$ cat src/rtl/dic_pkg.sv
// Shared types and constants of the dynamic inversion counter.
package dic_pkg;

  localparam int unsigned POS_W   = 10;
  localparam int unsigned VALUE_W = 32;
  localparam int unsigned LEN_W   = 11;
  localparam int unsigned TOTAL_W = 20;
  localparam int unsigned COUNT_W = 19;
  localparam int unsigned WORD_W  = VALUE_W + 1;

  localparam logic [LEN_W-1:0] LEN_RESET = 11'd1024;

  typedef logic [LEN_W-1:0] len_t;

  typedef struct packed {
    logic [POS_W-1:0]          position;
    logic signed [VALUE_W-1:0] new_value;
  } dic_in_t;

  typedef struct packed {
    logic [COUNT_W-1:0] inversion_count;
    logic               position_error;
  } dic_out_t;

  typedef enum logic [2:0] {
    RAM_IDLE,
    RAM_CLEAR,
    RAM_RD_POS,
    RAM_RD_SCAN,
    RAM_WR_POS
  } ram_op_e;

  typedef struct packed {
    ram_op_e ram_op;
    logic    cnt_inc;
    logic    load;
    logic    out_load;
  } dic_cmd_t;

  typedef struct packed {
    logic cnt_last;
    logic pos_err;
  } dic_sts_t;

endpackage

$ cat src/rtl/dic_ctrl.sv
// Sequencer for the clearing pass, the entry scan and result handoff.
module dic_ctrl (
  input  logic              clk_i,
  input  logic              rst_ni,
  input  logic              in_valid_i,
  output logic              in_ready_o,
  output logic              out_valid_o,
  input  logic              out_ready_i,
  output dic_pkg::dic_cmd_t cmd_o,
  input  dic_pkg::dic_sts_t sts_i
);
  import dic_pkg::*;

  localparam logic [2:0] ST_CLEAR  = 3'd0;
  localparam logic [2:0] ST_IDLE   = 3'd1;
  localparam logic [2:0] ST_RD_OLD = 3'd2;
  localparam logic [2:0] ST_SCAN   = 3'd3;
  localparam logic [2:0] ST_DRAIN  = 3'd4;
  localparam logic [2:0] ST_WRITE  = 3'd5;
  localparam logic [2:0] ST_DONE   = 3'd6;

  logic [2:0] state_q, state_d;
  logic       out_valid_q, out_valid_d;

  always_comb begin
    state_d        = state_q;
    cmd_o          = '0;
    cmd_o.ram_op   = RAM_IDLE;
    in_ready_o     = 1'b0;
    case (state_q)
      ST_CLEAR: begin
        cmd_o.ram_op  = RAM_CLEAR;
        cmd_o.cnt_inc = 1'b1;
        if (sts_i.cnt_last) begin
          state_d = ST_IDLE;
        end
      end
      ST_IDLE: begin
        in_ready_o = 1'b1;
        if (in_valid_i) begin
          cmd_o.load = 1'b1;
          state_d    = sts_i.pos_err ? ST_DONE : ST_RD_OLD;
        end
      end
      ST_RD_OLD: begin
        cmd_o.ram_op = RAM_RD_POS;
        state_d      = ST_SCAN;
      end
      ST_SCAN: begin
        cmd_o.ram_op  = RAM_RD_SCAN;
        cmd_o.cnt_inc = 1'b1;
        if (sts_i.cnt_last) begin
          state_d = ST_DRAIN;
        end
      end
      ST_DRAIN: begin
        state_d = ST_WRITE;
      end
      ST_WRITE: begin
        cmd_o.ram_op = RAM_WR_POS;
        state_d      = ST_DONE;
      end
      ST_DONE: begin
        if (!out_valid_q || out_ready_i) begin
          cmd_o.out_load = 1'b1;
          state_d        = ST_IDLE;
        end
      end
      default: begin
        state_d = ST_CLEAR;
      end
    endcase
  end

  always_comb begin
    out_valid_d = out_valid_q;
    if (cmd_o.out_load) begin
      out_valid_d = 1'b1;
    end else if (out_ready_i) begin
      out_valid_d = 1'b0;
    end
  end

  always_ff @(posedge clk_i or negedge rst_ni) begin
    if (!rst_ni) begin
      state_q     <= ST_CLEAR;
      out_valid_q <= 1'b0;
    end else begin
      state_q     <= state_d;
      out_valid_q <= out_valid_d;
    end
  end

  assign out_valid_o = out_valid_q;

endmodule

$ cat config.mk
export PLATFORM = sky130hd
export DESIGN_NAME = dic_ctrl
export DESIGN_NICKNAME = d
export VERILOG_FILES = /design/src/rtl/dic_pkg.sv /design/src/rtl/dic_ctrl.sv
export SDC_FILE = /design/constraint.sdc
export NUM_CORES = 1
export LEC_CHECK = 0
export BUFFER_PORTS_ARGS = -buffer_cell sky130_fd_sc_hd__buf_4
export CORE_AREA = 4 4 41 43
export CTS_BUF_LIST = sky130_fd_sc_hd__clkbuf_4 sky130_fd_sc_hd__clkbuf_8
export CTS_CLUSTER_DIAMETER = 80
export DETAILED_ROUTE_END_ITERATION = 10
export DIE_AREA = 0 0 45 47
export GPL_TIMING_DRIVEN = 1
export PLACE_DENSITY = 0.55
export RECOVER_POWER = 50
export SLEW_MARGIN = 20
export SYNTH_ARGS = -nofsm -noshare
export SYNTH_HDL_FRONTEND = slang
export SYNTH_SLANG_ARGS = --single-unit
$ cat constraint.sdc
create_clock -name clk_i -period 1.1 [get_ports clk_i]
set_clock_uncertainty 0.15 [all_clocks]
set_input_delay 0.11 -clock clk_i [delete_from_list [all_inputs] [get_ports clk_i]]
set_output_delay 0.11 -clock clk_i [all_outputs]
set_load 0.005 [all_outputs]
* Word-level counts from Yosys, hierarchy flattened
Index checks and enable logic that the tools add are counted.
** Word-level totals
- Bits in writable memories :: 0
- ROM bits :: 0
- Flip-flop bits (word level) :: 4
- Bits in latches :: 0
- Output and inout bits :: 8
- Memories :: 0
- Input bits :: 6
** Operators by class
- Bitwise operators :: 0
- Equality and inequality tests :: 10
- Shift operators :: 0
- Muxes and demuxes :: 15
- Divide/modulo/power cells :: 0
- Reduce and logical (&&, ||, !) cells :: 6
- Add/sub/neg operators :: 0
- Multipliers :: 0
- Order comparisons :: 0
** Operator list (number)
- 3-bit case mux with 7 select lines :: 1
- 3-bit two-way mux :: 5
- 3-bit case mux with 4 select lines :: 1
- 3-bit == test (second input constant) :: 3
- 1-bit two-way mux :: 8
- 2-bit inequality test (second input constant) :: 4
- 3-bit by 2-bit == test with 1-bit output (second input constant) :: 2
- 4-bit AND reduction :: 1
- 3-bit by 1-bit == test with 1-bit output (second input constant) :: 1
- 3-bit logical NOT :: 1
- 2-bit nonzero test :: 1
- 2-bit OR reduction :: 1
- 1-bit logical NOT :: 1
- 1-bit logical OR :: 1

* Logic depth before layout (Yosys ltp)
- Depth after elaboration :: 5
- Mapped depth :: 4
- Gate-level depth less buffers :: 3

* Worst setup path before layout
No wires, ideal clock.
- Path type :: reg-to-reg
- From :: register out_valid_q, in the netlist out_valid_o
- To :: register state_q[0]
- Setup time :: 104 ps
- Cell stages (with the launch flop) :: 4
- Arrival :: 920 ps
- Data required time :: 846 ps
- Path slack :: -73 ps
- Path through :: dfrtp_1 > nor2b_4 > a21o_1 > a221oi_1
** Between the ends
- Longest elaborated chain between the ends :: 4
** Ends and longest elaborated chain
- start: declaration :: line dic_ctrl.sv:23 : logic out_valid_q, out_valid_d;
- start signal: assignment :: line dic_ctrl.sv:90 : out_valid_q <= out_valid_d;
- 1-bit logical NOT :: line dic_ctrl.sv:64 : if (!out_valid_q || out_ready_i) begin
- 1-bit logical OR :: line dic_ctrl.sv:64
- 2-bit inequality test (no line)
- 4-bit AND reduction (no line)
- end signal: assignment :: line dic_ctrl.sv:89 : state_q <= state_d;
- end: declaration :: line dic_ctrl.sv:22 : logic [2:0] state_q, state_d;
Every way passes these cells.
A chain may end at the register's enable or synchronous reset.

* Worst setup path in the final report
- From :: register state_q[0]
- To :: register state_q[1]
** Between the ends
- Longest elaborated chain between the ends :: 3
- Elaborated cells on any way between the ends :: 13
- Classes of those cells :: 10 x eq/ne; 1 x mux; 2 x reduce/logical
** Ends and longest elaborated chain
- 3-bit == test (tied with other cells) :: line dic_ctrl.sv:30 : case (state_q)
- 2-bit inequality test (no line)
- 4-bit AND reduction (no line)
Several ways; a longest one is shown, not always the timed one.

==> metrics list <==
- When the netlist entered floorplanning its net count stood at 43.
- Most used flip-flop cell after synthesis: dfrtp_1
- Synthesis-stage register bit count: 4
- Summed over all nets, the switching power comes to 0.000615 W.
- Maximum number of pins on one net before global-route repair: 8
- At the pin with the least slew margin, the transition time is 0.214 ns.
* Achievable frequency: 727 MHz
- Final critical delay including setup and external delays: 1.38 ns
* DRC violation count after routing: 0
- Across every metal layer, demand over resource in global routing totals 9.04%.
* Number of antenna violations at the first check in global routing: 0
- VDD sags by at most 1.40 mV.
- Internal power comes to 0.00104 W.
- Grouping stages by cell kind, the critical path spends the most delay in flip-flops.
* Total Power Consumption: 0.00166 W
- Cell area after placement: 430 um^2
* Post-synthesis sequential area ratio: 32.7%
- The most common cell in the synthesized netlist is nor2_1.
* Worst path slowest cell: dfrtp_2
* Standard-cell rows: 13
- Leading cell types by total area after synthesis: dfrtp_1, buf_6, o21ai_0
* Wire length after detailed routing: 799 um
* Leakage component of the power: 0.264 nW
- Clock share of power: 10.9%
- Counting every sink on the clock net gives 4.
* Wire length of the first global-routing pass: 1290 um
- After the last flow step, the layout net total stands at 68.
- First DRT Iteration DRCs: 11
- After detailed routing, the average wire length per cell comes to 10.7 um.
* Hold path start: sts_i[1]
- Number of global-route vias before repair: 315
- Die width: 45 um
- STA classifies the critical path startpoint as a flop.
- Non-filler cells, final: 75
- The number of cells on the worst reg-to-reg path is 6.
- Along the worst path, the maximum fanout reaches 6.
* Clock insertion delay at the later pin of the skew report: 0.23 ns
- The number of failing hold endpoints at the final stage came to 0.
- Proportion of total power due to net switching: 37.1%
- The congestion estimate from routability-driven global placement came to 0.694.
- Result of the run: complete, but fails checks
* Synthesized area divided by synthesized cell count: 8.28 um^2
- Post-placement worst setup slack: -0.151 ns
- Sorting the synthesized cells by how often they occur yields nor2_1, dfrtp_1, o21ai_0.
- Synthesis-to-layout area growth: 80.8%
- After clock tree synthesis, the clock-pin slew on the worst setup and hold paths is 0.03 ns.
- Cell count after synthesis: 37
- Distinct cells, synth: 21
* Iteration count of the initial detailed-routing pass: 2
* Number of buffers inserted during clock tree synthesis: 3
* Number of maximum-capacitance violations: 0
* Final period utilization: 125%
* Sequential cell area: 104 um^2
* Class of the tightest hold or removal check: input pin to flop
* Detailed-placement wirelength estimate: 534 um
- The count of nets left with antenna violations once routing finished came out at 0.
- The worst hold path terminates at state_q[1].
* Slack of the worst reg-to-reg path: -0.28 ns
- Biggest cell delay along the critical path: 0.44 ns
- Vias per inst: 4.51
- The initial utilization of the core area, before any placement, comes to 23.6%.
* Required time at the worst-slack endpoint: 1.06 ns
- Among the stages of the critical path, the cell type that occurs most often is buf_4.
- In the synthesized netlist the async set-or-reset flop fraction comes to 100%.
- 0 antenna diodes ended up in the layout.
* Failing checks: negative setup slack
* Comb power frac: 67.8%
- Setup repair after global routing missed its margin: yes
- Post-synth top area share: 32.7%
* Total power per unit cell area: 2990 mW/mm^2
* Number of ports placed on the die boundary: 14
* Area of all placed cells without fillers: 554 um^2
- Pins Over Slew Limit: 0
- Cell count after placement: 65
* Clock tree buffer depth: 2
* EDFF count, synth: 0
* Relative slew margins: 85.7%
- The worst setup path is captured at a flop.
* Overall die area: 0.00212 mm^2
- Of the cells placed in the final design, the portion with a size suffix greater than 1 is 56.7%.
- The signal on the critical path passes through buf_4 -> buf_6 -> buf_4 -> o21a_1 -> o21ai_1 -> a21oi_1.
- The worst register-to-register path ends at state_q[1].
- Area of the multi-input gates: 200 um^2
- CP Class: flop to flop
* Share of power burned in registers: 21.3%
* Reg-to-reg startpoint: state_q[0]
- Across all layers, the routed design uses 338 vias.
- Worst EP arrival: 1.34 ns
- Sum Neg Setup Slack: -2.13 ns
- The die is 47 um tall.
* Cell area after technology mapping: 307 um^2
* Total congestion overflow: 0
* Port Buffer Count: 13
* Critical path buffers and inverters: 3
- TritonCTS clock tree: yes
* Filler instances: 139
* Leading area contributor after synthesis: dfrtp_1
* CTS root buffer: clkbuf_4
- Worst setup slack after layout: -0.276 ns
- H-tree depth reported by CTS: 1
- Area of the core region: 0.00130 mm^2
* Number of warnings reported in the yosys synthesis log: 0
* Cell depth of the worst hold path: 4
* Number of failing setup endpoints in the final timing report: 11
[kinds of logic after synthesis]
group,after synthesis,share of synthesized area [%]
flip-flops,4,32.7
AO/OA/AOI/OAI,10,21.2
buffers and inverters,6,13.9
AND/OR/NAND/NOR,16,29.4
XOR/XNOR,1,2.86
[tightest hold or removal path, stage by stage]
cell,delay [ns]
buf_4,0.10
nand3_1,0.07
o21ai_1,0.07
a21oi_1,0.05
[area by class of cell]
type,instances,area share [%]
Multi-Input combinational cell,27,36.1
Clock buffer,3,4.06
Inverter,2,1.35
Tap cell,15,3.39
Sequential cell,4,18.7
Timing Repair Buffer,24,36.3
[power by group through the flow]
| stage | combinational, W | sequential [W] | clock, W |
|---|---|---|---|
| 5_1_grt | 0.00123 | 0.000371 | 0.000208 |
| 2_1_floorplan | 0.000563 | 0.000267 | 0 |
| 6_report | 0.00113 | 0.000353 | 0.000181 |
| 4_1_cts | 0.00103 | 0.000351 | 0.000191 |
| 3_3_place_gp | 0.000759 | 0.000376 | 0 |
| 3_5_place_dp | 0.000762 | 0.000378 | 0 |
[how the worst max path moves through the flow]
stage	endpoint	slack, ns	start	cells past startpoint
CTS	cmd_o[0]	-0.27	state_q[0]	3
detailed placement	cmd_o[1]	-0.15	state_q[0]	3
finish	state_q[1]	-0.28	state_q[0]	6
global route	cmd_o[0]	-0.33	state_q[0]	3
global placement	cmd_o[1]	-0.13	state_q[0]	3
floorplan	state_q[0]	-0.03	state_q[1]	3
[per-layer routing]
metal	vias up	wire length, um	track usage, %
li1	171	-	-
met1	153	309	11.0
met2	12	395	12.1
met3	2	77	6.90
met4	0	17	2.92
met5	-	0	0
[placed cells by master (no fill, tap or decap)]
cell	netlist	routed
a21o_1	1	1
a21oi_1	1	1
a221oi_2	0	1
a22o_1	1	1
buf_4	1	16
buf_6	2	6
clkbuf_1	0	1
clkbuf_4	0	3
dfrtp_1	4	1
dfrtp_2	0	3
dlygate4sd3_1	0	1
inv_1	2	2
nand2_1	2	2
nand2b_1	2	1
nand2b_4	0	1
nand3_1	1	1
nand3b_1	2	2
nor2_1	5	4
nor2_2	0	1
nor2b_1	1	1
nor2b_4	1	1
nor3_2	0	1
nor4_4	0	1
o21a_1	2	2
o21ai_0	4	1
o21ai_1	0	3
xor2_1	1	1
[sequential cells by signal (all words and copies together), names as in the netlist]
| name | flops |
|---|---|
| out_valid_o | 1 |
| state_q | 3 |
[through the flow]
| stage | utilization (%) | hold slack, ns |
|---|---|---|
| after global routing | 42.6 | 0.0617 |
| after detailed placement | 33.1 | -0.240 |
| after global placement | 33.1 | -0.241 |
| after CTS | 40.6 | 0.0493 |
| after floorplan | - | -0.336 |
| final | 42.6 | 0.0621 |
[what timing repair did]
item | in CTS | in global routing
endpoints found under the hold margin | 4 | 0
pin swaps | 1 | 1
setup buffers | 4 | 3
setup endpoints to repair | 11 | 11
hold buffers | 1 | 0
resized for setup | 11 | 6
gates cloned | 0 | 0
(Power assumes the default switching activity.)
